## config.mk

```make
export PLATFORM = sky130hd
export DESIGN_NAME = file_transfer_packet_parser_unit
export DESIGN_NICKNAME = d
export VERILOG_FILES = /design/src/design/ftpp_pkg.sv /design/src/design/ftpp_fifo.sv /design/src/design/ftpp_front.sv /design/src/design/ftpp_back.sv /design/src/design/file_transfer_packet_parser_unit.sv
export SDC_FILE = /design/constraint.sdc
export NUM_CORES = 1
export LEC_CHECK = 0
export BUFFER_PORTS_ARGS = -buffer_cell sky130_fd_sc_hd__buf_2
export CAP_MARGIN = 40
export CORE_ASPECT_RATIO = 1.75
export CORE_UTILIZATION = 66
export DETAILED_ROUTE_END_ITERATION = 10
export PLACE_DENSITY_LB_ADDON = 0.25
export SYNTH_ARGS = -nofsm -noshare
export SYNTH_HDL_FRONTEND = slang
export SYNTH_SLANG_ARGS = --single-unit
```

## constraint.sdc

```tcl
create_clock -name clk -period 19.1 [get_ports clk]
set_input_delay 3.82 -clock clk [delete_from_list [all_inputs] [get_ports clk]]
set_output_delay 3.82 -clock clk [all_outputs]
set_load 0.02 [all_outputs]
```

## src/design/ftpp_pkg.sv

```systemverilog
`timescale 1ns / 1ps
// Shared types and constants for the file transfer packet parser.
// No dependencies; used by the front, back and top level.
package ftpp_pkg;

	localparam logic [7:0] BYTE_DATA  = 8'h01;
	localparam logic [7:0] BYTE_START = 8'h02;
	localparam logic [7:0] BYTE_END   = 8'h03;
	localparam logic [7:0] FTYPE_SIZE = 8'h00;
	localparam logic [7:0] FTYPE_NAME = 8'h01;

	typedef enum logic [1:0] {
		KIND_IGNORED = 2'd0,
		KIND_START   = 2'd1,
		KIND_DATA    = 2'd2,
		KIND_END     = 2'd3
	} kind_t;

	// work the back end does for one item
	typedef enum logic [2:0] {
		OP_NONE       = 3'd0,
		OP_PAY        = 3'd1,
		OP_NAME       = 3'd2,
		OP_SIZE_CLR   = 3'd3,
		OP_SIZE_SHIFT = 3'd4,
		OP_SEQ        = 3'd5
	} op_t;

	typedef struct packed {
		op_t        op;
		logic       sel_end;    // size op targets the end size
		logic [7:0] data;
		kind_t      kind;
		logic       done;
		logic       data_done;
		logic       end_done;
	} cmd_t;

	typedef struct packed {
		logic        payload_valid;
		logic [7:0]  payload_byte;
		logic        name_valid;
		logic [7:0]  name_byte;
		kind_t       packet_kind;
		logic        packet_done;
		logic [7:0]  sequence_number;
		logic [31:0] declared_size;
		logic [31:0] bytes_received;
		logic [15:0] packets_received;
		logic        size_mismatch;
		logic        transfer_done;
	} res_t;

endpackage

```

## src/design/ftpp_fifo.sv

```systemverilog
`timescale 1ns / 1ps
// Small first-in first-out queue of WIDTH-bit items.
// No package dependencies; used between front and back and at the output.
module ftpp_fifo #(
	parameter int WIDTH = 8,
	parameter int DEPTH = 2
) (
	input  logic             clk,
	input  logic             arst_n,
	input  logic             push,
	input  logic [WIDTH-1:0] wdata,
	output logic             full,
	input  logic             pop,
	output logic [WIDTH-1:0] rdata,
	output logic             empty
);
	localparam int PW = (DEPTH > 1) ? $clog2(DEPTH) : 1;
	localparam int CW = $clog2(DEPTH + 1);

	logic [WIDTH-1:0] mem_q [DEPTH];
	logic [PW-1:0]    wr_ptr_q, rd_ptr_q;
	logic [CW-1:0]    count_q;
	logic             do_push, do_pop;

	assign full    = (count_q == CW'(DEPTH));
	assign empty   = (count_q == '0);
	assign do_push = push && !full;
	assign do_pop  = pop && !empty;
	assign rdata   = mem_q[rd_ptr_q];

	always_ff @(posedge clk) begin
		if (do_push) begin
			mem_q[wr_ptr_q] <= wdata;
		end
	end

	always_ff @(posedge clk or negedge arst_n) begin
		if (!arst_n) begin
			wr_ptr_q <= '0;
			rd_ptr_q <= '0;
			count_q  <= '0;
		end else begin
			if (do_push) begin
				wr_ptr_q <= (wr_ptr_q == PW'(DEPTH - 1)) ? '0 : wr_ptr_q + PW'(1);
			end
			if (do_pop) begin
				rd_ptr_q <= (rd_ptr_q == PW'(DEPTH - 1)) ? '0 : rd_ptr_q + PW'(1);
			end
			if (do_push && !do_pop) begin
				count_q <= count_q + CW'(1);
			end else if (do_pop && !do_push) begin
				count_q <= count_q - CW'(1);
			end
		end
	end

endmodule

```

## src/design/ftpp_front.sv

```systemverilog
`timescale 1ns / 1ps
// Front end: packet framing state machine that classifies each byte
// into a command for the back end. Depends on ftpp_pkg.
module ftpp_front
	import ftpp_pkg::*;
(
	input  logic       clk,
	input  logic       arst_n,
	input  logic       accept,
	input  logic [7:0] data_byte,
	input  logic       end_of_packet,
	output cmd_t       cmd
);
	typedef enum logic [9:0] {
		PH_KIND = 10'b0000000001,
		PH_SKIP = 10'b0000000010,
		PH_TYPE = 10'b0000000100,
		PH_LEN  = 10'b0000001000,
		PH_VAL  = 10'b0000010000,
		PH_SEQ  = 10'b0000100000,
		PH_LHI  = 10'b0001000000,
		PH_LLO  = 10'b0010000000,
		PH_PAY  = 10'b0100000000,
		PH_DONE = 10'b1000000000
	} phase_t;

	phase_t      phase_q, phase_d;
	logic        started_q, started_d;
	kind_t       kind_q, kind_d;
	logic [7:0]  ftype_q, ftype_d;
	logic [15:0] left_q, left_d;
	logic [15:0] left_dec, left_or;

	assign left_dec = left_q - 16'd1;
	assign left_or  = left_q | {8'h00, data_byte};

	always_comb begin
		phase_d     = phase_q;
		started_d   = started_q;
		kind_d      = kind_q;
		ftype_d     = ftype_q;
		left_d      = left_q;
		cmd         = '0;
		cmd.op      = OP_NONE;
		cmd.kind    = KIND_IGNORED;
		cmd.data    = data_byte;
		cmd.sel_end = (kind_q != KIND_START);
		case (phase_q)
			PH_KIND: begin
				if (data_byte == BYTE_START && !started_q) begin
					kind_d    = KIND_START;
					started_d = 1'b1;
					phase_d   = PH_TYPE;
				end else if (data_byte == BYTE_END && started_q) begin
					kind_d      = KIND_END;
					cmd.op      = OP_SIZE_CLR;
					cmd.sel_end = 1'b1;
					phase_d     = PH_TYPE;
				end else if (data_byte == BYTE_DATA && started_q) begin
					kind_d  = KIND_DATA;
					phase_d = PH_SEQ;
				end else begin
					kind_d  = KIND_IGNORED;
					phase_d = PH_SKIP;
				end
			end
			PH_TYPE: begin
				ftype_d = data_byte;
				phase_d = PH_LEN;
			end
			PH_LEN: begin
				left_d = {8'h00, data_byte};
				if (ftype_q == FTYPE_SIZE) begin
					cmd.op = OP_SIZE_CLR;
				end
				phase_d = (data_byte != 8'h00) ? PH_VAL : PH_TYPE;
			end
			PH_VAL: begin
				if (ftype_q == FTYPE_SIZE) begin
					cmd.op = OP_SIZE_SHIFT;
				end else if (ftype_q == FTYPE_NAME) begin
					cmd.op = OP_NAME;
				end
				left_d = left_dec;
				if (left_dec == 16'd0) begin
					phase_d = PH_TYPE;
				end
			end
			PH_SEQ: begin
				cmd.op  = OP_SEQ;
				phase_d = PH_LHI;
			end
			PH_LHI: begin
				left_d  = {data_byte, 8'h00};
				phase_d = PH_LLO;
			end
			PH_LLO: begin
				left_d  = left_or;
				phase_d = (left_or != 16'd0) ? PH_PAY : PH_SKIP;
			end
			PH_PAY: begin
				cmd.op = OP_PAY;
				left_d = left_dec;
				if (left_dec == 16'd0) begin
					phase_d = PH_SKIP;
				end
			end
			PH_SKIP, PH_DONE: begin
			end
			default: begin
				phase_d = PH_KIND;
			end
		endcase

		// packet close; once the end packet has closed nothing moves again
		if (phase_q != PH_DONE) begin
			cmd.kind = kind_d;
			if (end_of_packet) begin
				phase_d = PH_KIND;
				if (kind_d != KIND_IGNORED) begin
					cmd.done      = 1'b1;
					cmd.data_done = (kind_d == KIND_DATA);
					if (kind_d == KIND_END) begin
						cmd.end_done = 1'b1;
						phase_d      = PH_DONE;
					end
				end
			end
		end
	end

	always_ff @(posedge clk or negedge arst_n) begin
		if (!arst_n) begin
			phase_q   <= PH_KIND;
			started_q <= 1'b0;
			kind_q    <= KIND_IGNORED;
			ftype_q   <= 8'h00;
			left_q    <= 16'd0;
		end else if (accept) begin
			phase_q   <= phase_d;
			started_q <= started_d;
			kind_q    <= kind_d;
			ftype_q   <= ftype_d;
			left_q    <= left_d;
		end
	end

endmodule

```

## src/design/ftpp_back.sv

```systemverilog
`timescale 1ns / 1ps
// Back end: applies commands to the size, sequence and count registers
// and forms one result per item. Depends on ftpp_pkg.
module ftpp_back
	import ftpp_pkg::*;
(
	input  logic clk,
	input  logic arst_n,
	input  logic advance,
	input  cmd_t cmd,
	output res_t res
);
	logic [31:0] start_size_q, start_size_d;
	logic [31:0] end_size_q, end_size_d;
	logic [7:0]  seq_q, seq_d;
	logic [31:0] total_q, total_d;
	logic [15:0] count_q, count_d;
	logic        mismatch_q, mismatch_d;
	logic        finished_q, finished_d;

	always_comb begin
		start_size_d = start_size_q;
		end_size_d   = end_size_q;
		seq_d        = seq_q;
		total_d      = total_q;
		count_d      = count_q;
		mismatch_d   = mismatch_q;
		finished_d   = finished_q;
		case (cmd.op)
			OP_PAY: begin
				if (total_q != 32'hFFFF_FFFF) begin
					total_d = total_q + 32'd1;
				end
			end
			OP_SIZE_CLR: begin
				if (cmd.sel_end) begin
					end_size_d = 32'd0;
				end else begin
					start_size_d = 32'd0;
				end
			end
			OP_SIZE_SHIFT: begin
				if (cmd.sel_end) begin
					end_size_d = {end_size_q[23:0], cmd.data};
				end else begin
					start_size_d = {start_size_q[23:0], cmd.data};
				end
			end
			OP_SEQ: begin
				seq_d = cmd.data;
			end
			default: begin
			end
		endcase
		if (cmd.data_done && count_q != 16'hFFFF) begin
			count_d = count_q + 16'd1;
		end
		// size check sees this item's own size update
		if (cmd.end_done) begin
			mismatch_d = (start_size_d != end_size_d);
			finished_d = 1'b1;
		end

		res.payload_valid    = (cmd.op == OP_PAY);
		res.payload_byte     = (cmd.op == OP_PAY) ? cmd.data : 8'h00;
		res.name_valid       = (cmd.op == OP_NAME);
		res.name_byte        = (cmd.op == OP_NAME) ? cmd.data : 8'h00;
		res.packet_kind      = cmd.kind;
		res.packet_done      = cmd.done;
		res.sequence_number  = seq_d;
		res.declared_size    = start_size_d;
		res.bytes_received   = total_d;
		res.packets_received = count_d;
		res.size_mismatch    = mismatch_d;
		res.transfer_done    = finished_d;
	end

	always_ff @(posedge clk or negedge arst_n) begin
		if (!arst_n) begin
			start_size_q <= 32'd0;
			end_size_q   <= 32'd0;
			seq_q        <= 8'h00;
			total_q      <= 32'd0;
			count_q      <= 16'd0;
			mismatch_q   <= 1'b0;
			finished_q   <= 1'b0;
		end else if (advance) begin
			start_size_q <= start_size_d;
			end_size_q   <= end_size_d;
			seq_q        <= seq_d;
			total_q      <= total_d;
			count_q      <= count_d;
			mismatch_q   <= mismatch_d;
			finished_q   <= finished_d;
		end
	end

endmodule

```

## src/design/file_transfer_packet_parser_unit.sv

```systemverilog
`timescale 1ns / 1ps
// Top level of the file transfer packet parser: front end, command queue,
// back end and result queue. Depends on ftpp_pkg, ftpp_front, ftpp_fifo, ftpp_back.
//
// channel   handshake        payload
// input     push / full      data_byte, end_of_packet
// result    empty / pop      payload_valid .. transfer_done (one result per item)
//
// One item a cycle sustained while the result queue is popped; each item
// gives one result, via the command queue, then the back end into the result queue.
// The front state machine decides each byte in the cycle it is taken; the
// back end holds the sizes and counters and drains one command a cycle while the result queue has room.
// full rises only when the command queue is full; a stalled pop backs up
// the result queue, then the command queue. Reset clears both queues and state.
module file_transfer_packet_parser_unit
	import ftpp_pkg::*;
#(
	parameter int QUEUE_DEPTH = 2
) (
	input  logic        clk,
	input  logic        arst_n,
	input  logic        push,
	output logic        full,
	input  logic [7:0]  data_byte,
	input  logic        end_of_packet,
	input  logic        pop,
	output logic        empty,
	output logic        payload_valid,
	output logic [7:0]  payload_byte,
	output logic        name_valid,
	output logic [7:0]  name_byte,
	output logic [1:0]  packet_kind,
	output logic        packet_done,
	output logic [7:0]  sequence_number,
	output logic [31:0] declared_size,
	output logic [31:0] bytes_received,
	output logic [15:0] packets_received,
	output logic        size_mismatch,
	output logic        transfer_done
);
	logic accept;
	cmd_t front_cmd, back_cmd;
	logic cmd_empty;
	logic res_full;
	logic advance;
	res_t back_res, out_res;

	assign accept  = push && !full;
	assign advance = !cmd_empty && !res_full;

	ftpp_front u_front (
		.clk           (clk),
		.arst_n        (arst_n),
		.accept        (accept),
		.data_byte     (data_byte),
		.end_of_packet (end_of_packet),
		.cmd           (front_cmd)
	);

	ftpp_fifo #(
		.WIDTH ($bits(cmd_t)),
		.DEPTH (QUEUE_DEPTH)
	) u_cmd_queue (
		.clk    (clk),
		.arst_n (arst_n),
		.push   (accept),
		.wdata  (front_cmd),
		.full   (full),
		.pop    (advance),
		.rdata  (back_cmd),
		.empty  (cmd_empty)
	);

	ftpp_back u_back (
		.clk     (clk),
		.arst_n  (arst_n),
		.advance (advance),
		.cmd     (back_cmd),
		.res     (back_res)
	);

	ftpp_fifo #(
		.WIDTH ($bits(res_t)),
		.DEPTH (QUEUE_DEPTH)
	) u_res_queue (
		.clk    (clk),
		.arst_n (arst_n),
		.push   (advance),
		.wdata  (back_res),
		.full   (res_full),
		.pop    (pop),
		.rdata  (out_res),
		.empty  (empty)
	);

	assign payload_valid    = out_res.payload_valid;
	assign payload_byte     = out_res.payload_byte;
	assign name_valid       = out_res.name_valid;
	assign name_byte        = out_res.name_byte;
	assign packet_kind      = out_res.packet_kind;
	assign packet_done      = out_res.packet_done;
	assign sequence_number  = out_res.sequence_number;
	assign declared_size    = out_res.declared_size;
	assign bytes_received   = out_res.bytes_received;
	assign packets_received = out_res.packets_received;
	assign size_mismatch    = out_res.size_mismatch;
	assign transfer_done    = out_res.transfer_done;

endmodule
```

## After elaboration in Yosys (flattened, before gate mapping)

Memory sizes are Yosys's and may differ from the RTL's.
Index checks and enable logic that the tools add are counted.

| storage, ports and cells | value |
|---|---|
| register bits after elaboration | 167 |
| bits in writable memories | 256 |
| output and inout bits | 113 |
| memories | 2 |

| operators by class | value |
|---|---|
| $add $sub $neg | 11 |
| eq/ne operators | 28 |
| multiplexer cells | 54 |
| bitwise logic cells | 1 |
| reduce and logical (&&, ||, !) cells | 38 |

Memories:

| memory | depth | width | rd ports | clocked after memory_dff | wr ports | RTL line | text |
|---|---|---|---|---|---|---|---|
| u_res_queue.mem_q | 2 | 111 | 1 | 0 | 1 | ftpp_fifo.sv:20 | `logic [WIDTH-1:0] mem_q [DEPTH];` |
| u_cmd_queue.mem_q | 2 | 17 | 1 | 0 | 1 | ftpp_fifo.sv:20 |  |

Operators by type and width:

| kind | number |
|---|---|
| 32-bit 2-to-1 mux | 6 |
| 32-bit case mux with 2 select lines | 2 |
| 10-bit case mux with 9 select lines | 1 |
| 10-bit 2-to-1 mux | 8 |
| 16-bit case mux with 4 select lines | 1 |
| 32-bit by 1-bit adder with 32-bit output (second input constant) | 1 |
| 32-bit inequality test | 1 |
| 32-bit inequality test (second input constant) | 1 |
| 8-bit 2-to-1 mux | 3 |
| 2-bit 2-to-1 mux | 10 |
| 16-bit by 1-bit adder with 16-bit output (second input constant) | 1 |
| 8-bit by 1-bit == test with 1-bit output (second input constant) | 2 |
| 8-bit by 2-bit == test with 1-bit output (second input constant) | 2 |
| 16-bit zero test | 1 |
| 16-bit 2-to-1 mux | 1 |
| 16-bit inequality test (second input constant) | 1 |
| 16-bit by 8-bit OR with 16-bit output | 1 |
| 16-bit nonzero test | 1 |
| 16-bit by 1-bit subtractor with 16-bit output (second input constant) | 1 |
| 3-bit case mux with 5 select lines | 1 |
| 1-bit logical AND | 14 |
| 1-bit 2-to-1 mux | 12 |
| 3-bit 2-to-1 mux | 4 |
| 10-bit by 1-bit == test with 1-bit output (second input constant) | 1 |
| other kinds (31) | 55 |

## Logic depth before layout (Yosys ltp)

Gate-level depths: netlist (run 1).

| depth | value |
|---|---|
| word-level depth | 11 |
| gate-level depth with buffers | 11 |

## By module

A second synthesis (run 1) with hierarchy kept.

| second synthesis, totals | value |
|---|---|
| cells, all modules | 1477 |
| area total of the unflattened synthesis | 19804.0 um2 |

Modules (own cells, without submodules):

| module | times used | cells each | area an instance (um2) | sequential area each (um2) |
|---|---|---|---|---|
| ftpp_fifo at u_res_queue | 1 | 364 | 8225.4 | 6766.5 |
| ftpp_back | 1 | 711 | 7307.0 | 3052.9 |
| ftpp_front | 1 | 328 | 2780.2 | 927.1 |
| ftpp_fifo at u_cmd_queue | 1 | 72 | 1473.9 | 1121.1 |
| file_transfer_packet_parser_unit | 1 | 2 | 17.5 | 0.0 |

## Worst setup path before layout (run 1)

OpenSTA, ideal clock, no wires.

| timing path | value |
|---|---|
| path kind | reg-to-reg |
| start | reg u_res_queue.count_q[1] |
| end | mem u_res_queue.mem_q[0][0] (netlist bit) (enable) |
| library setup time | 583 ps |
| data arrival time | 5462 ps |
| required time | 18517 ps |
| setup slack | 13055 ps |
| cell stages (with the launch flop) | 5 |
| cell sequence | dfrtp_1 > inv_1 > o22ai_1 > clkbuf_1 > nor2_1 |

| between the ends | value |
|---|---|
| word-level cells in the longest chain between the ends | 6 |

RTL lines:

| element | RTL line | text |
|---|---|---|
| from (decl) | ftpp_fifo.sv:22 | `logic [CW-1:0] count_q;` |
| from (signal assigned) | ftpp_fifo.sv:50 | `count_q <= count_q + CW'(1);` |
| from (signal assigned) | ftpp_fifo.sv:52 | `count_q <= count_q - CW'(1);` |
| 2-bit == test (*) | ftpp_fifo.sv:25 | `assign full = (count_q == CW'(DEPTH));` |
| 1-bit zero test (*) | ftpp_fifo.sv:27, file_transfer_packet_parser_unit.sv:49 |  |
| 1-bit logical AND | file_transfer_packet_parser_unit.sv:49 | `assign advance = !cmd_empty && !res_full;` |
| 1-bit logical AND (*) | ftpp_fifo.sv:27 | `assign do_push = push && !full;` |
| 1-bit 2-to-1 mux (*) | ftpp_fifo.sv:32 | `if (do_push) begin` |
| 1-bit 2-to-1 mux (implied by the code) (*) | ftpp_fifo.sv:33 | `mem_q[wr_ptr_q] <= wdata;` |
| to (decl) | ftpp_fifo.sv:20 |  |

Every way passes the cells marked *; elsewhere a longest branch is shown, timed or not.

## Worst setup path in the final report (run 1)

| timing path | value |
|---|---|
| start | reg u_res_queue.rd_ptr_q |
| end | out declared_size[9] |

| between the ends | value |
|---|---|
| word-level cells in the longest chain between the ends | 1 |

RTL lines:

| element | RTL line | text |
|---|---|---|
| from (decl) | ftpp_fifo.sv:21 | `logic [PW-1:0] wr_ptr_q, rd_ptr_q;` |
| from (signal assigned) | ftpp_fifo.sv:47 | `rd_ptr_q <= (rd_ptr_q == PW'(DEPTH - 1)) ? '0 : rd_ptr_q + PW'(1);` |
| memory 2 x 111 bit | -- |  |
| to (decl) | file_transfer_packet_parser_unit.sv:35 | `output logic [31:0] declared_size,` |

Every way passes these cells.

==> results of run 1 <==
-- cell usage in the layout, fill, tap and decap left out, types with 22 or more instances in the layout --
cell / count
buf_2: 124
a21oi_1: 33
nand4_1: 72
xor2_1: 67
nand3_1: 33
nor2_1: 95
nand2_1: 124
xnor2_1: 71
nor3_1: 22
edfxtp_1: 256
mux2_2: 166
o21ai_0: 58
inv_1: 70
buf_4: 29
clkbuf_16: 37
dfrtp_1: 165
o211ai_1: 91
-- kinds of logic after synthesis --
family,after synthesis,share of synthesized area
buf+inv,165,0.0346
simple gates,423,0.110
compound gates,262,0.0941
mux,179,0.100
flops,423,0.596
fa+ha+maj,6,0.00377
xor+xnor,138,0.0607
-- worst max-delay path by stage --
stage | startpoint | end | slack [ns] | cells past startpoint
2_1_floorplan | u_res_queue.count_q[1]$_DFFE_PN0P_ | u_res_queue.mem_q[0][0]$_DFFE_PP_ | 13.06 | 4
6_report | u_res_queue.rd_ptr_q$_DFFE_PN0P_ | declared_size[9] | 12.53 | 3
3_5_place_dp | u_res_queue.rd_ptr_q$_DFFE_PN0P_ | declared_size[9] | 13.09 | 3
4_1_cts | u_res_queue.rd_ptr_q$_DFFE_PN0P_ | declared_size[9] | 12.50 | 3
3_3_place_gp | u_res_queue.rd_ptr_q$_DFFE_PN0P_ | declared_size[27] | 13.16 | 3
5_1_grt | u_res_queue.rd_ptr_q$_DFFE_PN0P_ | declared_size[9] | 12.38 | 3
-- power groups by stage --
stage / logic (µW) / registers (µW) / clock network (µW)
after floorplan: 1010 / 1520 / 0
after global placement: 1340 / 1540 / 0
after detailed placement: 1400 / 1560 / 0
after CTS: 1410 / 1540 / 753
after global routing: 1500 / 1570 / 790
final: 1400 / 1540 / 745
-- flip-flops by register name, summed over array words and instances, names as in the netlist --
signal / flops
u_res_queue.mem_q: 222
u_cmd_queue.mem_q: 34
u_back.end_size_q: 32
u_back.start_size_q: 32
u_back.total_q: 32
u_back.count_q: 16
u_front.left_q: 16
u_front.phase_q: 10
u_back.seq_q: 8
u_front.ftype_q: 8
u_cmd_queue.count_q: 2
u_front.kind_q: 2
u_res_queue.count_q: 2
u_back.finished_q: 1
u_back.mismatch_q: 1
u_cmd_queue.rd_ptr_q: 1
u_cmd_queue.wr_ptr_q: 1
u_front.started_q: 1
u_res_queue.rd_ptr_q: 1
u_res_queue.wr_ptr_q: 1
-- through the flow --
stage | hold WS, ns | utilization | std cells | instance area (µm²) | power (µW)
6_report | 0.455 | 0.752 | 2107 | 22200 | 3690
5_1_grt | 0.495 | 0.752 | 2107 | 22200 | 3860
4_1_cts | 0.456 | 0.752 | 2107 | 22200 | 3710
3_5_place_dp | 0.440 | 0.712 | 2043 | 21000 | 2960
3_3_place_gp | 0.430 | 0.707 | 2035 | 20900 | 2880
2_1_floorplan | 0.420 | - | 1596 | 19900 | 2530
-- area by class of cell --
cell class	count	area, µm²
multi-input combinational	1008	7420
clock inverter	20	220
fill	1872	7320
timing repair buffer	159	962
tap	382	478
sequential	423	11900
clock buffer	44	962
inverter	71	267
-- layer usage --
layer  global-route usage  vias up  share of wire
met5                    0        -              0
met4                0.168        0          0.056
met3               0.0327      152          0.046
met2                0.529      549           0.54
met1                0.332     6586           0.36
li1                     -     6095              -
==> flow_metrics.env, run 1 <==
export IMPL_status="finished, final reports clean"
export IMPL_clock_root_buffer="clkbuf_16"
export IMPL_synth_edf_count=256
export IMPL_ios=126
export IMPL_drt_iter0_drc=1369
export IMPL_hold_depth=1
export IMPL_fmax_mhz=152
export IMPL_critPathKind="reg -> out"
export IMPL_io_buffers=125
export IMPL_synthCells=1596
export IMPL_syn_area_mm2=0.0199
export IMPL_max_stage_delay_ns=0.77
export IMPL_route_detailed_drc=0
export IMPL_vias=13400
export IMPL_clkPwrFrac=0.202
export IMPL_max_cap_viol_count=0
export IMPL_dp_worst_setup_slack_ns=13.09
export IMPL_seq_area_frac_synth=0.596
export IMPL_worstPathMaxFanout=73
export IMPL_cts_tree="done"
export IMPL_timing_final_ws_setup_ns=12.53
export IMPL_area_delta_synth_final_pct=11.4
export IMPL_min_period_over_period=0.344
export IMPL_die_w_um=133
export IMPL_p_int_uw=2320
export IMPL_hold_class="reg -> reg"
export IMPL_dp_hpwl_mm=29.5
export IMPL_hold_viol=0
export IMPL_dr_pass1_iters=6
export IMPL_synthArstFlopShare=0.395
export IMPL_rsz0062_at_grt="no"
export IMPL_cp_top_family="buffers and inverters"
export IMPL_antenna_found_initial=0
export IMPL_yosys_warnings=0
export IMPL_grt_max_degree=80
export IMPL_antenna_cells=0
export IMPL_cts_buffers=36
export IMPL_worstReg2RegEnd="u_res_queue.mem_q[1][1]$_DFFE_PP_"
export IMPL_crit_required_ns=15.28
export IMPL_synth_top_cell_area_share=0.386
export IMPL_routed_wirelength_mm=43.9
export IMPL_layout_min_cycle_time_ns=6.57
export IMPL_num_rows=83
export IMPL_cts_sinks=423
export IMPL_tns_ns=0
export IMPL_die_area_mm2=0.0309
export IMPL_syn_area_per_cell_um2=12.5
export IMPL_p_sw_uw=1370
export IMPL_core_area_mm2=0.0295
export IMPL_p_per_area_mw_per_mm2=166
export IMPL_grt_first_pass_wirelength_mm=70.1
export IMPL_grtUsageTotal=0.292
export IMPL_post_cts_buffers=0
export IMPL_clk_path_buf_depth=3
export IMPL_vdd_drop_max_mv=0.113
export IMPL_skew_ns=0.00930
export IMPL_p_seq_frac=0.418
export IMPL_viasPerCell=6.35
export IMPL_drive_gt1_frac=0.241
export IMPL_ys_seq_elements=423
export IMPL_critPathLaunchType="flip-flop"
export IMPL_clock_latency_ns=0.53
export IMPL_ant_nets=0
export IMPL_tightest_slew_ns=0.905
export IMPL_endpoint_kind="output pin"
export IMPL_cts_hold_buffers=0
export IMPL_ys_types=74
export IMPL_place_congestion=0.908
export IMPL_setup_viol=0
export IMPL_slew_headroom=0.396
export IMPL_power_leakage_uw=0.00839
export IMPL_grt_pass1_vias=13500
export IMPL_synth_common_cells="edfxtp_1 (256), dfrtp_1 (166), mux2_2 (166), nand2_1 (124), nor2_1 (96)"
export IMPL_wire_per_inst_um=20.8
export IMPL_cp_slowest_cell="dfrtp_4"
export IMPL_cts_repair_resized=0
export IMPL_final_nets=1718
export IMPL_synth_flop_cell="edfxtp_1"
export IMPL_yosysTopAreaCell="edfxtp_1"
export IMPL_h_tree_depth=2
export IMPL_hold_path_endpoint="u_back.finished_q$_DFFE_PN0P_"
export IMPL_r2r_start="u_cmd_queue.rd_ptr_q$_DFFE_PN0P_"
export IMPL_rrSetupSlack_ns=15.08
export IMPL_worstPathArrival_ns=2.75
export IMPL_initial_utilization=0.675
export IMPL_path_clk_slew_ns=0.07
export IMPL_overflow=0
export IMPL_crit_buf_inv=2
export IMPL_slew_violations=0
export IMPL_min_delay_start="u_back.finished_q$_DFFE_PN0P_"
export IMPL_synth_area_leaders="edfxtp_1 (39%), dfrtp_1 (21%), mux2_2 (9.4%), o211ai_1 (3.4%), xnor2_1 (3.1%)"
export IMPL_p_comb_frac=0.380
export IMPL_yosysMostFrequentCell="edfxtp_1"
export IMPL_syn_nets=1615
export IMPL_switching_share=0.372
export IMPL_fp_dieH_um=232
export IMPL_r2r_cells=10
export IMPL_path_cells="buf_4, mux2_2, buf_2"
(Power assumes the default switching activity.)
==> run 2: changes to the inputs <==
--- a/config.mk
+++ b/config.mk
@@ -5,10 +5,11 @@
 export SDC_FILE = /design/constraint.sdc
 export NUM_CORES = 1
 export LEC_CHECK = 0
+export ABC_AREA = 1
 export BUFFER_PORTS_ARGS = -buffer_cell sky130_fd_sc_hd__buf_2
 export CAP_MARGIN = 40
 export CORE_ASPECT_RATIO = 1.75
-export CORE_UTILIZATION = 66
+export CORE_UTILIZATION = 61
 export DETAILED_ROUTE_END_ITERATION = 10
 export PLACE_DENSITY_LB_ADDON = 0.25
 export SYNTH_ARGS = -nofsm -noshare
==> constraint.sdc (replaced) <==
create_clock -name clk -period 6.3 [get_ports clk]
set_input_delay 1.26 -clock clk [delete_from_list [all_inputs] [get_ports clk]]
set_output_delay 1.26 -clock clk [all_outputs]
set_load 0.02 [all_outputs]
==> run 2 against run 1 <==
Net effect:
- setup slack worse by 11 ns
- synthesized area is 6.8% higher
- wire length is 21% higher
- critical path depth is 13 higher
- via count is 29% higher
- total power grew to 3.5 times the previous value
- worst hold slack better by 0.015 ns
- register-to-register slack worse by 13 ns
- largest power group is now combinational cells
==> flow_metrics.env, run 2 <==
export IMPL_met3_usage=0.0325
export IMPL_r2r_cells=16
export IMPL_drive_gt1_frac=0.0964
export IMPL_synth_area_leaders="edfxtp_1 (36%), dfrtp_1 (20%), nand2_1 (19%), inv_1 (4.4%), o21ai_0 (4.0%)"
export IMPL_antenna_cells=0
export IMPL_dr_pass1_iters=6
export IMPL_route_detailed_drc=0
export IMPL_grt_use_met1=0.337
export IMPL_place_congestion=0.912
export IMPL_min_period_over_period=0.718
export IMPL_h_tree_depth=2
export IMPL_area_delta_synth_final_pct=10.7
export IMPL_slew_headroom=0.394
export IMPL_vdd_drop_max_mv=0.296
export IMPL_hold_slack_ns=0.470
export IMPL_hold_class="reg -> reg"
export IMPL_dp_worst_setup_slack_ns=1.89
export IMPL_cts_buffers=38
export IMPL_dp_hpwl_mm=36.9
export IMPL_rrSetupSlack_ns=1.77
export IMPL_largest_reg_flops=222
export IMPL_power_total_uw=12800
export IMPL_grt_first_pass_wirelength_mm=83.9
export IMPL_synthCells=2556
export IMPL_viasPerCell=5.51
export IMPL_final_cell_mix="nand2_1 (1055), edfxtp_1 (256), inv_1 (246)"
export IMPL_routed_wirelength_mm=53.0
export IMPL_critPathLaunchType="flip-flop"
export IMPL_grt_max_degree=82
export IMPL_yosysMostFrequentCell="nand2_1"
export IMPL_io_buffers=125
export IMPL_synthArstFlopShare=0.395
export IMPL_yosys_warnings=0
export IMPL_seq_area_frac_synth=0.558
export IMPL_tightest_slew_ns=0.906
export IMPL_setup_viol=0
export IMPL_hold_path_endpoint="u_back.finished_q$_DFFE_PN0P_"
export IMPL_post_cts_buffers=0
export IMPL_wire_per_inst_um=16.9
export IMPL_drt_iter0_drc=1331
export IMPL_clk_path_buf_depth=3
export IMPL_die_w_um=143
export IMPL_worstReg2RegEnd="u_res_queue.mem_q[1][1]$_DFFE_PP_"
export IMPL_fmax_mhz=221
export IMPL_synth_top_cell_area_share=0.361
export IMPL_slew_violations=0
export IMPL_fp_dieH_um=249
export IMPL_p_per_area_mw_per_mm2=542
export IMPL_ios=126
export IMPL_tns_ns=0
export IMPL_worstPathMaxFanout=41
export IMPL_overflow=0
export IMPL_clock_root_buffer="clkbuf_16"
export IMPL_yosysTopAreaCell="edfxtp_1"
export IMPL_layout_commonest_cell="nand2_1"
export IMPL_vias=17300
export IMPL_layout_min_cycle_time_ns=4.53
export IMPL_worstPathArrival_ns=4.82
export IMPL_min_delay_start="u_back.finished_q$_DFFE_PN0P_"
export IMPL_met2_usage=0.549
export IMPL_cts_sinks=423
export IMPL_final_nets=2665
export IMPL_syn_area_mm2=0.0213
export IMPL_ys_seq_elements=423
export IMPL_antenna_found_initial=0
export IMPL_die_area_mm2=0.0356
export IMPL_cts_hold_buffers=0
export IMPL_synth_flop_cell="edfxtp_1"
export IMPL_synth_edf_count=256
export IMPL_grt_pass1_vias=16800
export IMPL_r2r_start="u_cmd_queue.rd_ptr_q$_DFFE_PN0P_"
export IMPL_syn_area_per_cell_um2=8.32
export IMPL_critPathKind="reg -> reg"
export IMPL_cts_tree="done"
export IMPL_top_usage_layer="met2"
export IMPL_regMostFlops="u_res_queue.mem_q"
export IMPL_crit_required_ns=6.59
export IMPL_hold_depth=2
export IMPL_ant_nets=0
export IMPL_hold_viol=0
export IMPL_largestRegisters="u_res_queue.mem_q (222), u_cmd_queue.mem_q (34)"
export IMPL_max_cap_viol_count=0
export IMPL_syn_nets=2575
export IMPL_core_area_mm2=0.0345
export IMPL_clock_latency_ns=0.55
export IMPL_timing_final_ws_setup_ns=1.77
export IMPL_num_rows=90
export IMPL_status="finished, final reports clean"
export IMPL_power_leakage_uw=0.0109
export IMPL_initial_utilization=0.617
export IMPL_skew_ns=0.0206
export IMPL_cts_repair_resized=0
export IMPL_path_clk_slew_ns=0.06
export IMPL_synth_common_cells="nand2_1 (1055), edfxtp_1 (256), inv_1 (248), nor2_1 (173), o21ai_0 (169)"
export IMPL_grtUsageTotal=0.304
export IMPL_ys_types=46
export IMPL_endpoint_kind="flip-flop"
export IMPL_rsz0062_at_grt="no"
==> run 2: cell types whose count changed in the layout (fill, tap and decap cells not counted), moves of 63 or more <==
cell	delta
inv_1	+176
nand3_1	+98
xnor2_1	-63
nor2_1	+76
mux2_2	-166
o211ai_1	-88
nand2_1	+931
o21ai_0	+111
==> run 2: stage by stage <==
stage	utilization	instance area (µm²)	cells
after floorplan	-	21300	2556
after global placement	0.644	22200	3061
after detailed placement	0.646	22300	3066
after CTS	0.683	23600	3135
after global routing	0.683	23600	3135
final	0.683	23600	3135
==> run 2: area by class of cell <==
| type | instances | area (µm²) |
|---|---|---|
| well taps | 460 | 576 |
| fillers | 2767 | 10900 |
| repair buffers | 147 | 847 |
| clock inverters | 17 | 221 |
| inverters | 255 | 961 |
| clock buffers | 52 | 1060 |
| flip-flops and latches | 423 | 11900 |
| multi-input cells | 1781 | 8010 |
==> run 2: per-layer routing <==
| layer | routed length (µm) | vias up |
|---|---|---|
| li1 | - | 8377 |
| met1 | 19300 | 8084 |
| met2 | 28100 | 603 |
| met3 | 2280 | 197 |
| met4 | 3330 | 0 |
| met5 | 0 | - |
==> run 2: critical path, cell delays in order, from the launching register on <==
cell	delay, ns
dfrtp_1	0.68
inv_2	0.39
nand2_1	0.12
nand2_2	0.52
nand3_4	0.43
nand2_4	0.43
nand2_2	0.56
a21oi_1	0.41
nand2_1	0.08
nand2_1	0.06
nand2_1	0.05
nor2_1	0.13
nand2_1	0.06
nor2_1	0.09
nand2_1	0.08
nand2_1	0.06
nand2_1	0.06
==> run 2: logic make-up (layout without fill, tap and decap cells) <==
family                     Yosys count  after routing  synth area share
xor gates and xnor gates            58             58            0.0239
adders and majority gates            6              6           0.00353
DFF                                423            423             0.558
and+or+nand+nor                   1458           1458             0.280
buffers and inverters              352            471            0.0666
AOI/OAI and AO/OA                  254            254            0.0655
muxes                                5              5           0.00235
==> run 2: how the worst max path moves through the flow <==
stage / start / endpoint / slack [ns] / depth (start not counted)
after floorplan: u_res_queue.count_q[1]$_DFFE_PN0P_ / u_res_queue.mem_q[1][0]$_DFFE_PP_ / 0.23 / 4
after global placement: u_cmd_queue.rd_ptr_q$_DFFE_PN0P_ / u_res_queue.mem_q[0][1]$_DFFE_PP_ / 1.96 / 18
after detailed placement: u_cmd_queue.rd_ptr_q$_DFFE_PN0P_ / u_res_queue.mem_q[0][1]$_DFFE_PP_ / 1.89 / 16
after CTS: u_cmd_queue.rd_ptr_q$_DFFE_PN0P_ / u_res_queue.mem_q[1][1]$_DFFE_PP_ / 1.83 / 16
after global routing: u_cmd_queue.rd_ptr_q$_DFFE_PN0P_ / u_res_queue.mem_q[1][1]$_DFFE_PP_ / 1.40 / 16
final: u_cmd_queue.rd_ptr_q$_DFFE_PN0P_ / u_res_queue.mem_q[1][1]$_DFFE_PP_ / 1.77 / 16
==> run 2: report_power, final <==
part,leakage [µW],switching [µW],internal [µW],total [µW]
registers,0.00466,511,4270,4780
logic,0.00559,4080,1470,5560
clock network,0.000624,1030,1400,2420
total,0.0109,5620,7140,12800
